<file path="src/sv/mwpm_pkg.sv">
`timescale 1ns / 1ps
// ----------------------------------------------------------------------------
// mwpm_pkg
// shared types and constants of the multi-word prefix matcher
// ----------------------------------------------------------------------------
package mwpm_pkg;

  localparam int MAX_ENTRIES_DEF  = 16;
  localparam int MAX_WORD_LEN_DEF = 16;

  localparam int CFG_IDX_W  = 1;
  localparam int CFG_DATA_W = 5;

  localparam logic [CFG_IDX_W-1:0] CFG_ENTRIES_IN_USE = 1'd0;
  localparam logic [CFG_IDX_W-1:0] CFG_FOLD_CASE      = 1'd1;

  localparam logic [4:0] ENTRIES_IN_USE_RST = 5'd12;

  typedef struct packed {
    logic       mode;
    logic [3:0] entry;
    logic [3:0] position;
    logic [7:0] char_value;
    logic       first;
    logic       last;
  } item_word_t;

  typedef struct packed {
    logic        found;
    logic [3:0]  match_index;
    logic [15:0] consumed;
  } result_word_t;

endpackage

</file>
<file path="src/sv/mwpm_stream_if.sv">
`timescale 1ns / 1ps
// ----------------------------------------------------------------------------
// mwpm_stream_if
// valid/ready channel carrying one word per handshake
// ----------------------------------------------------------------------------
interface mwpm_stream_if #(
  parameter type word_t = mwpm_pkg::item_word_t
);
  logic  valid;
  logic  ready;
  word_t payload;

  modport source (output valid, output payload, input ready);
  modport sink (input valid, input payload, output ready);
endinterface

</file>
<file path="src/sv/multi_word_prefix_matcher.sv">
`timescale 1ns / 1ps
// ----------------------------------------------------------------------------
// multi_word_prefix_matcher
// dictionary of words loaded byte by byte; subject bytes are matched against
// every live word by one comparator walking the dictionary memory
//
// a load word is written to the dictionary memory when it is accepted; a match
//   word that ends the match without a scan goes to S_FIN, a scanned one first
//   passes S_SCAN, S_DRAIN and S_EVAL (single read port and comparator visit
//   each word in turn); items are taken only in S_IDLE, one load word per cycle
// reset: synchronous, clears tracks, counters and control state, sets entries in
//   use to 12; dictionary memory is not cleared and holds undefined bytes until written
// ----------------------------------------------------------------------------
module multi_word_prefix_matcher #(
  parameter int MAX_ENTRIES  = mwpm_pkg::MAX_ENTRIES_DEF,
  parameter int MAX_WORD_LEN = mwpm_pkg::MAX_WORD_LEN_DEF
) (
  input  logic                           clk,
  input  logic                           rst,
  mwpm_stream_if.sink                    items,
  mwpm_stream_if.source                  results,
  input  logic                           cfg_we,
  input  logic [mwpm_pkg::CFG_IDX_W-1:0]  cfg_index,
  input  logic [mwpm_pkg::CFG_DATA_W-1:0] cfg_data
);
  import mwpm_pkg::*;

  localparam int DEPTH  = MAX_ENTRIES * MAX_WORD_LEN;
  localparam int ADDR_W = $clog2(DEPTH);
  localparam int IDX_W  = $clog2(MAX_ENTRIES);
  localparam int COL_W  = $clog2(MAX_WORD_LEN + 1);

  localparam logic [2:0] S_IDLE  = 3'd0;
  localparam logic [2:0] S_SCAN  = 3'd1;
  localparam logic [2:0] S_DRAIN = 3'd2;
  localparam logic [2:0] S_EVAL  = 3'd3;
  localparam logic [2:0] S_FIN   = 3'd4;

  localparam logic [1:0] P_IDLE  = 2'd0;
  localparam logic [1:0] P_SKIP  = 2'd1;
  localparam logic [1:0] P_MATCH = 2'd2;

  function automatic logic is_alnum(input logic [7:0] c);
    return (c >= 8'h30 && c <= 8'h39) || (c >= 8'h61 && c <= 8'h7a) ||
           (c >= 8'h41 && c <= 8'h5a);
  endfunction

  function automatic logic [7:0] lower_of(input logic [7:0] c);
    return (c >= 8'h41 && c <= 8'h5a) ? c + 8'd32 : c;
  endfunction

  function automatic logic [15:0] sat_inc(input logic [15:0] v);
    return (v == 16'hffff) ? v : v + 16'd1;
  endfunction

  logic [2:0]             state;
  logic [1:0]             phase;
  logic [MAX_ENTRIES-1:0] live;
  logic [IDX_W-1:0]       best_index;
  logic                   best_valid;
  logic [COL_W-1:0]       column;
  logic [15:0]            consumed;
  logic [7:0]             ch_q;
  logic                   last_q;
  logic [IDX_W-1:0]       idx;
  logic [ADDR_W-1:0]      addr;
  logic [7:0]             rd_data;
  logic [IDX_W-1:0]       rd_idx;
  logic                   rd_vld;
  logic [4:0]             entries_in_use;
  logic                   fold_case;
  logic                   out_valid;
  result_word_t           out_word;

  logic [7:0] mem [DEPTH];

  item_word_t             iw;
  logic                   acc;
  logic                   load_ok;
  logic [ADDR_W-1:0]      waddr;
  logic [MAX_ENTRIES-1:0] smask;
  logic [MAX_ENTRIES-1:0] live_e;
  logic [1:0]             phase_e;
  logic [15:0]            cons_e;
  logic [COL_W-1:0]       col_e;
  logic                   col_over;
  logic [7:0]             d;
  logic                   hit;
  logic [7:0]             best_ext;
  logic                   out_free;

  assign iw          = items.payload;
  assign items.ready = (state == S_IDLE);
  assign acc         = items.valid && items.ready;

  assign results.valid   = out_valid;
  assign results.payload = out_word;
  assign out_free        = !out_valid || results.ready;

  assign load_ok = (32'(iw.entry) < 32'(MAX_ENTRIES)) &&
                   (32'(iw.position) < 32'(MAX_WORD_LEN));
  assign waddr   = ADDR_W'(32'(iw.entry) * 32'(MAX_WORD_LEN) + 32'(iw.position));

  always_comb begin
    for (int k = 0; k < MAX_ENTRIES; k++) begin
      smask[k] = (32'(k) < 32'(entries_in_use));
    end
  end

  assign live_e  = iw.first ? smask : live;
  assign phase_e = iw.first ? P_SKIP : phase;
  assign cons_e  = iw.first ? 16'd0 : consumed;
  assign col_e   = iw.first ? '0 : column;

  assign col_over = (column == COL_W'(MAX_WORD_LEN));
  assign d        = col_over ? 8'd0 : rd_data;
  assign hit      = (ch_q == d) || (fold_case && (lower_of(ch_q) == d));
  assign best_ext = 8'(best_index);

  always_ff @(posedge clk) begin
    if (acc && !iw.mode && load_ok) begin
      mem[waddr] <= iw.char_value;
    end
    if (state == S_SCAN) begin
      rd_data <= mem[addr];
    end
  end

  always_ff @(posedge clk) begin
    if (rst) begin
      entries_in_use <= ENTRIES_IN_USE_RST;
      fold_case      <= 1'b0;
    end else if (cfg_we) begin
      case (cfg_index)
        CFG_ENTRIES_IN_USE: entries_in_use <= cfg_data;
        CFG_FOLD_CASE:      fold_case      <= cfg_data[0];
        default: ;
      endcase
    end
  end

  always_ff @(posedge clk) begin
    if (rst) begin
      state      <= S_IDLE;
      phase      <= P_IDLE;
      live       <= '0;
      best_index <= '0;
      best_valid <= 1'b0;
      column     <= '0;
      consumed   <= '0;
      idx        <= '0;
      rd_vld     <= 1'b0;
      out_valid  <= 1'b0;
    end else begin
      rd_vld <= (state == S_SCAN);
      if (out_valid && results.ready && state != S_FIN) begin
        out_valid <= 1'b0;
      end

      if (rd_vld && live[rd_idx]) begin
        if (d != 8'd0) begin
          if (hit) begin
            best_index <= rd_idx;
            best_valid <= 1'b1;
          end else begin
            live[rd_idx] <= 1'b0;
          end
        end else begin
          live[rd_idx] <= 1'b0;
          best_index   <= rd_idx;
          best_valid   <= 1'b1;
        end
      end

      case (state)
        S_IDLE: begin
          if (acc && iw.mode) begin
            live     <= live_e;
            column   <= col_e;
            if (iw.first) begin
              best_index <= '0;
              best_valid <= 1'b0;
            end
            if (phase_e == P_IDLE) begin
              phase <= P_IDLE;
            end else if (iw.char_value == 8'd0) begin
              consumed <= cons_e;
              phase    <= P_IDLE;
              state    <= S_FIN;
            end else if (phase_e == P_SKIP && !is_alnum(iw.char_value)) begin
              consumed <= sat_inc(cons_e);
              if (iw.last) begin
                phase <= P_IDLE;
                state <= S_FIN;
              end else begin
                phase <= P_SKIP;
              end
            end else if (live_e == '0) begin
              consumed <= cons_e;
              phase    <= P_IDLE;
              state    <= S_FIN;
            end else begin
              consumed <= cons_e;
              phase    <= P_MATCH;
              state    <= S_SCAN;
              idx      <= '0;
              addr     <= ADDR_W'(col_e);
              ch_q     <= iw.char_value;
              last_q   <= iw.last;
            end
          end
        end
        S_SCAN: begin
          rd_idx <= idx;
          addr   <= addr + ADDR_W'(MAX_WORD_LEN);
          idx    <= idx + IDX_W'(1);
          if (idx == IDX_W'(MAX_ENTRIES - 1)) begin
            state <= S_DRAIN;
          end
        end
        S_DRAIN: begin
          state <= S_EVAL;
        end
        S_EVAL: begin
          if (live == '0) begin
            phase <= P_IDLE;
            state <= S_FIN;
          end else begin
            consumed <= sat_inc(consumed);
            if (!col_over) begin
              column <= column + COL_W'(1);
            end
            if (last_q) begin
              phase <= P_IDLE;
              state <= S_FIN;
            end else begin
              state <= S_IDLE;
            end
          end
        end
        S_FIN: begin
          if (out_free) begin
            out_valid            <= 1'b1;
            out_word.found       <= best_valid;
            out_word.match_index <= best_valid ? best_ext[3:0] : 4'd0;
            out_word.consumed    <= consumed;
            state                <= S_IDLE;
          end
        end
        default: state <= S_IDLE;
      endcase
    end
  end

  // tracks only die while the dictionary is walked
  a_live_shrinks: assert property (@(posedge clk) disable iff (rst)
    (state == S_SCAN || state == S_DRAIN) |=> ((live & ~$past(live)) == '0))
    else $error("live track revived during scan");

  a_eval_in_match: assert property (@(posedge clk) disable iff (rst)
    (state == S_EVAL) |-> (phase == P_MATCH))
    else $error("scan evaluated outside match phase");

  a_column_sat: assert property (@(posedge clk) disable iff (rst)
    column <= COL_W'(MAX_WORD_LEN))
    else $error("column past word length");

  a_no_index_without_found: assert property (@(posedge clk) disable iff (rst)
    (out_valid && !out_word.found) |-> (out_word.match_index == 4'd0))
    else $error("index reported without a match");

endmodule
</file>
<file path="src/flat_wrapper.sv">
// flat-port wrapper written by rule: the top's interface ports become plain ports
module multi_word_prefix_matcher_flat import mwpm_pkg::*;
#(
  parameter int MAX_ENTRIES  = mwpm_pkg::MAX_ENTRIES_DEF,
  parameter int MAX_WORD_LEN = mwpm_pkg::MAX_WORD_LEN_DEF
)
  (clk, rst, cfg_we, cfg_index, cfg_data, items_valid, items_payload, items_ready, results_valid, results_payload, results_ready);
  mwpm_stream_if items_i ();
  mwpm_stream_if results_i ();
  input  logic clk;
  input  logic rst;
  input  logic cfg_we;
  input  logic [mwpm_pkg::CFG_IDX_W-1:0] cfg_index;
  input  logic [mwpm_pkg::CFG_DATA_W-1:0] cfg_data;
  input wire logic [$bits(items_i.valid)-1:0] items_valid;
  input wire logic [$bits(items_i.payload)-1:0] items_payload;
  output wire logic [$bits(items_i.ready)-1:0] items_ready;
  output wire logic [$bits(results_i.valid)-1:0] results_valid;
  output wire logic [$bits(results_i.payload)-1:0] results_payload;
  input wire logic [$bits(results_i.ready)-1:0] results_ready;
  assign items_i.valid = items_valid;
  assign items_i.payload = items_payload;
  assign items_ready = items_i.ready;
  assign results_valid = results_i.valid;
  assign results_payload = results_i.payload;
  assign results_i.ready = results_ready;
  multi_word_prefix_matcher #(.MAX_ENTRIES(MAX_ENTRIES), .MAX_WORD_LEN(MAX_WORD_LEN)) u_core (.clk(clk), .rst(rst), .items(items_i), .results(results_i), .cfg_we(cfg_we), .cfg_index(cfg_index), .cfg_data(cfg_data));
endmodule
</file>
<file path="config.mk">
export PLATFORM = sky130hd
export DESIGN_NAME = multi_word_prefix_matcher_flat
export DESIGN_NICKNAME = d
export VERILOG_FILES = /design/src/sv/mwpm_pkg.sv /design/src/sv/mwpm_stream_if.sv /design/src/sv/multi_word_prefix_matcher.sv /design/src/flat_wrapper.sv
export SDC_FILE = /design/constraint.sdc
export NUM_CORES = 2
export LEC_CHECK = 0
export BUFFER_PORTS_ARGS = -buffer_cell sky130_fd_sc_hd__buf_2
export CAP_MARGIN = 25
export CORE_ASPECT_RATIO = 0.6
export CORE_UTILIZATION = 55
export DETAILED_ROUTE_END_ITERATION = 6
export PLACE_DENSITY = 0.68
export SYNTH_ARGS = -nofsm -noshare
export SYNTH_HDL_FRONTEND = slang
export SYNTH_SLANG_ARGS = --single-unit
</file>
<file path="constraint.sdc">
create_clock -name clk -period 6.1 [get_ports clk]
set_input_delay 0.305 -clock clk [delete_from_list [all_inputs] [get_ports clk]]
set_output_delay 0.305 -clock clk [all_outputs]
set_load 0.02 [all_outputs]
</file>
==> run_summary.xml <==
<?xml version="1.0" encoding="UTF-8"?>
<metrics>
  <group name="clock_tree">
    <metric name="path_clk_slew" unit="ns">0.07</metric>
    <metric name="cts-buffers-inserted" unit="">182</metric>
    <metric name="clkSinkCount" unit="">2154</metric>
    <metric name="insertion_delay" unit="ns">0.81</metric>
    <metric name="cts_tree" unit="">yes</metric>
    <metric name="cts_resized" unit="">0</metric>
    <metric name="ctsLongestPathBuffers" unit="">3</metric>
    <metric name="clock-root-buffer" unit="">sky130_fd_sc_hd__clkbuf_16</metric>
    <metric name="cts-htree-levels" unit="">4</metric>
  </group>
  <group name="detailed_routing">
    <metric name="drt_drc_violations_left" unit="">1</metric>
    <metric name="dr_total_vias" unit="">44092</metric>
    <metric name="detail_route.wirelength" unit="um">212000</metric>
    <metric name="routed_via_density" unit="">6.78</metric>
    <metric name="firstDrtPassIters" unit="">7</metric>
    <metric name="wire_per_inst" unit="um">32.5</metric>
    <metric name="ant_nets" unit="">0</metric>
    <metric name="dr.first_iter.drc_count" unit="">6956</metric>
  </group>
  <group name="timing">
    <metric name="fin_worst_skew" unit="ns">0.0242</metric>
    <metric name="maxSlewViolCount" unit="">0</metric>
    <metric name="hold_worst_slack" unit="ns">0.0899</metric>
    <metric name="tightestPinTransition" unit="ns">1.15</metric>
    <metric name="setup_total_negative_slack" unit="ns">0</metric>
    <metric name="setup_violations" unit="">0</metric>
    <metric name="rsz0062_at_grt" unit="">no</metric>
    <metric name="period_share" unit="">0.746</metric>
    <metric name="timing.slew.headroom" unit="">0.236</metric>
    <metric name="timing.fmax" unit="MHz">220</metric>
    <metric name="final.min_clock_period" unit="ns">4.55</metric>
    <metric name="hold_viol" unit="">0</metric>
  </group>
  <group name="worst_setup_path">
    <metric name="worst_setup_path_start_kind" unit="">flip-flop</metric>
    <metric name="r2r_start" unit="">u_core.addr[1]$_DFFE_PP_</metric>
    <metric name="r2r-end" unit="">u_core.rd_data[5]$_DFFE_PP_</metric>
    <metric name="crit_path_max_fanout" unit="">119</metric>
    <metric name="worstSetupEndpointType" unit="">flip-flop</metric>
    <metric name="rr_worst_depth" unit="">8</metric>
    <metric name="rrSetupSlack" unit="ns">1.55</metric>
    <metric name="required_time_at_the_endpoint_of_the_critical_path" unit="ns">6.61</metric>
    <metric name="kind_of_critical_path" unit="">reg2reg</metric>
    <metric name="critical_path_arrival" unit="ns">5.06</metric>
  </group>
  <group name="finish">
    <metric name="stdcell_area" unit="um^2">93000</metric>
    <metric name="sequential_cell_area" unit="um^2">64100</metric>
    <metric name="layout-area-overhead-vs-synth" unit="%">10.4</metric>
    <metric name="num-fill-cells" unit="">10226</metric>
    <metric name="multi_input_comb_area" unit="um^2">18800</metric>
    <metric name="final_nets" unit="">4373</metric>
    <metric name="drive_gt1_frac" unit="">0.202</metric>
  </group>
  <group name="logic_synthesis">
    <metric name="synth_flop_cell" unit="">sky130_fd_sc_hd__edfxtp_1</metric>
    <metric name="postSynthRegisterBits" unit="">2154</metric>
    <metric name="synth_enable_flop_cells" unit="">2096</metric>
    <metric name="synth.top_cells.by_area" unit="">sky130_fd_sc_hd__edfxtp_1 (75%), sky130_fd_sc_hd__mux4_2 (12%), sky130_fd_sc_hd__mux2i_1 (1.7%)</metric>
    <metric name="synth_sequential_area_ratio" unit="">0.761</metric>
    <metric name="synth_area_leader_cell" unit="">sky130_fd_sc_hd__edfxtp_1</metric>
    <metric name="avgSynthCellArea" unit="um^2">19.9</metric>
    <metric name="yosysWarningCount" unit="">0</metric>
    <metric name="ys_types" unit="">81</metric>
    <metric name="postSynthCellCount" unit="">4235</metric>
    <metric name="synthesis.nets" unit="">4272</metric>
    <metric name="netlist.area_leader.share" unit="">0.747</metric>
    <metric name="syn_std_cell_area" unit="um^2">84200</metric>
    <metric name="async_reset_ff_frac" unit="">0</metric>
  </group>
  <group name="run_status">
    <metric name="status" unit="">finished, violations left</metric>
    <metric name="violated_checks" unit="">design-rule violations</metric>
  </group>
  <group name="power">
    <metric name="totalPowerFinal" unit="W">0.0300</metric>
    <metric name="ir_drop" unit="mV">0.275</metric>
    <metric name="power_density" unit="nW/um^2">322</metric>
    <metric name="power.leakage" unit="nW">28.6</metric>
  </group>
  <group name="global_route">
    <metric name="number_of_global_route_vias_before_repair" unit="">41794</metric>
    <metric name="grt_first_pass_wirelength" unit="um">304000</metric>
    <metric name="pin_count_of_the_biggest_net_entering_global_routing" unit="">182</metric>
    <metric name="grtUsageTotal" unit="">0.276</metric>
    <metric name="antenna_found_initial" unit="">10</metric>
    <metric name="overflow" unit="">0</metric>
  </group>
  <group name="floorplanning">
    <metric name="area_of_the_core_region" unit="um^2">151000</metric>
    <metric name="initial_core_utilization" unit="">0.558</metric>
    <metric name="die-area" unit="um^2">155000</metric>
    <metric name="core.rowCount" unit="">110</metric>
    <metric name="ioPinCount" unit="">51</metric>
    <metric name="floorplan.die.height" unit="um">305</metric>
    <metric name="die_w" unit="um">507</metric>
  </group>
  <group name="hold_path">
    <metric name="hold_path_startpoint" unit="">items_payload[1]</metric>
    <metric name="worst_min_path_class" unit="">in2reg</metric>
    <metric name="timing.hold.worst_path_depth" unit="">3</metric>
    <metric name="holdPathEnd" unit="">u_core.live[5]$_SDFF_PP0_</metric>
  </group>
  <group name="placement">
    <metric name="place.detailed.hpwl" unit="um">128000</metric>
    <metric name="placement.io_buffers" unit="">50</metric>
    <metric name="place_congestion" unit="">0.887</metric>
    <metric name="placed_area" unit="um^2">86700</metric>
  </group>
  <group name="job">
    <metric name="number_of_violations_of_the_max_capacitance_limit" unit="">0</metric>
  </group>
</metrics>
cells in the mapped netlist, types with 20 or more instances:
master / instances
sky130_fd_sc_hd__o22ai_1: 84
sky130_fd_sc_hd__buf_4: 39
sky130_fd_sc_hd__dfxtp_1: 58
sky130_fd_sc_hd__nor3_1: 49
sky130_fd_sc_hd__o211ai_1: 22
sky130_fd_sc_hd__o21ai_0: 30
sky130_fd_sc_hd__nor2_1: 335
sky130_fd_sc_hd__buf_2: 81
sky130_fd_sc_hd__nor4_1: 22
sky130_fd_sc_hd__a211oi_1: 57
sky130_fd_sc_hd__nor2b_1: 20
sky130_fd_sc_hd__nand3_1: 33
sky130_fd_sc_hd__mux4_2: 455
sky130_fd_sc_hd__a31oi_1: 29
sky130_fd_sc_hd__mux2i_1: 142
sky130_fd_sc_hd__a21oi_1: 85
sky130_fd_sc_hd__edfxtp_1: 2096
sky130_fd_sc_hd__nand2_1: 117
sky130_fd_sc_hd__clkbuf_1: 96
sky130_fd_sc_hd__a22oi_1: 120
sky130_fd_sc_hd__a22o_1: 22
kinds of logic (layout without fill, tap and decap cells):
| group | count (synthesis) | in the layout | synth area share |
|---|---|---|---|
| flops | 2154 | 2154 | 0.761 |
| simple gates | 663 | 663 | 0.0360 |
| mux | 600 | 600 | 0.139 |
| compound gates | 531 | 531 | 0.0443 |
| buf+inv | 261 | 510 | 0.0162 |
| xor+xnor | 19 | 19 | 0.00198 |
| fa+ha+maj | 7 | 7 | 0.00104 |
| other cells | 0 | 4 | 0 |
layout by cell type, fill, tap and decap left out, types with 9 or more instances in the layout:
| cell type | n |
|---|---|
| sky130_fd_sc_hd__nand2b_1 | 12 |
| sky130_fd_sc_hd__mux4_2 | 455 |
| sky130_fd_sc_hd__buf_2 | 42 |
| sky130_fd_sc_hd__a21oi_1 | 85 |
| sky130_fd_sc_hd__clkinv_2 | 25 |
| sky130_fd_sc_hd__a221oi_1 | 17 |
| sky130_fd_sc_hd__mux2i_1 | 142 |
| sky130_fd_sc_hd__nor4_1 | 22 |
| sky130_fd_sc_hd__edfxtp_1 | 2096 |
| sky130_fd_sc_hd__o22ai_1 | 84 |
| sky130_fd_sc_hd__nand3_1 | 27 |
| sky130_fd_sc_hd__inv_1 | 9 |
| sky130_fd_sc_hd__nor2b_1 | 18 |
| sky130_fd_sc_hd__nor3_1 | 48 |
| sky130_fd_sc_hd__o221ai_1 | 18 |
| sky130_fd_sc_hd__a211oi_1 | 57 |
| sky130_fd_sc_hd__o21ai_0 | 30 |
| sky130_fd_sc_hd__a22oi_1 | 120 |
| sky130_fd_sc_hd__and3_1 | 10 |
| sky130_fd_sc_hd__nand4_1 | 10 |
| sky130_fd_sc_hd__nand2_1 | 110 |
| sky130_fd_sc_hd__dlygate4sd3_1 | 20 |
| sky130_fd_sc_hd__dfxtp_1 | 58 |
| sky130_fd_sc_hd__buf_12 | 12 |
| sky130_fd_sc_hd__bufinv_16 | 23 |
| sky130_fd_sc_hd__clkbuf_1 | 37 |
| sky130_fd_sc_hd__xnor2_1 | 10 |
| sky130_fd_sc_hd__a22o_1 | 22 |
| sky130_fd_sc_hd__buf_4 | 82 |
| sky130_fd_sc_hd__o211ai_1 | 22 |
| sky130_fd_sc_hd__clkinv_1 | 40 |
| sky130_fd_sc_hd__a31oi_1 | 29 |
| sky130_fd_sc_hd__xor2_1 | 9 |
| sky130_fd_sc_hd__clkbuf_16 | 187 |
| sky130_fd_sc_hd__nor2_1 | 333 |
metrics by stage:
step / instances / util / setup slack, ns
after floorplan: 4235 / - / 3.30
after global placement: 6129 / 0.573 / 1.70
after detailed placement: 6136 / 0.574 / 1.69
after CTS: 6488 / 0.615 / 1.66
after global routing: 6502 / 0.616 / 1.53
final: 6504 / 0.616 / 1.55
registers in the layout, indices dropped and copies added, names as in the netlist, 2 cells and up:
signal                  cells
u_core.entries_in_use       5
u_core.rd_data              8
u_core.best_index           3
u_core.live                16
u_core.column               5
u_core.idx                  4
u_core.mem               2048
u_core.addr                 8
u_core.consumed            16
u_core.state                3
u_core.rd_idx               4
u_core.results.payload     19
u_core.ch_q                 8
u_core.phase                2
timing repair:
action,CTS,global route
endpoints found under the hold margin,218,0
hold buffers,20,0
setup buffers,0,0
routing by layer:
| metal | up-vias | global-route usage | share of wire |
|---|---|---|---|
| met5 | - | 0 | 0.00015 |
| met4 | 4 | 0.0651 | 0.019 |
| met3 | 295 | 0.0869 | 0.14 |
| met2 | 2919 | 0.347 | 0.40 |
| met1 | 23074 | 0.461 | 0.44 |
| li1 | 17800 | - | - |
report_power, final:
group / leakage, nW / switching [W] / internal (W) / total, W
registers: 19.3 / 0.000114 / 0.0163 / 0.0164
logic: 6.39 / 0.00119 / 0.000467 / 0.00165
clock network: 2.91 / 0.00526 / 0.00660 / 0.0119
total: 28.6 / 0.00656 / 0.0234 / 0.0300
cell type report:
type,count,area share
sequential,2154,0.689
multi-input combinational,1820,0.203
clock buffer,224,0.0518
tap,2016,0.0271
timing repair buffer,169,0.0160
clock inverter,108,0.0124
inverter,9,0.000363
antenna,4,0.000108
worst max-delay path, cell delays in order, from the launching register on:
cell and delay (ns):
sky130_fd_sc_hd__edfxtp_1 0.59, sky130_fd_sc_hd__buf_12 0.42, sky130_fd_sc_hd__buf_4 0.71, sky130_fd_sc_hd__mux4_2 0.41, sky130_fd_sc_hd__a22o_1 0.25, sky130_fd_sc_hd__a211oi_1 0.58
sky130_fd_sc_hd__a21oi_1 0.10, sky130_fd_sc_hd__a31oi_1 0.67, sky130_fd_sc_hd__nor4_1 0.15
worst max-delay path by stage:
| stage | startpoint | to | slack [ns] | cells after the start |
|---|---|---|---|---|
| after floorplan | rst | u_core.results.payload[0]$_DFFE_PP_ | 3.30 | 4 |
| after global placement | u_core.addr[1]$_DFFE_PP_ | u_core.rd_data[5]$_DFFE_PP_ | 1.70 | 8 |
| after detailed placement | u_core.addr[1]$_DFFE_PP_ | u_core.rd_data[5]$_DFFE_PP_ | 1.69 | 8 |
| after CTS | u_core.addr[1]$_DFFE_PP_ | u_core.rd_data[5]$_DFFE_PP_ | 1.66 | 8 |
| after global routing | u_core.addr[1]$_DFFE_PP_ | u_core.rd_data[5]$_DFFE_PP_ | 1.53 | 8 |
| final | u_core.addr[1]$_DFFE_PP_ | u_core.rd_data[5]$_DFFE_PP_ | 1.55 | 8 |
Note: power is estimated with default switching activity, not from simulation.
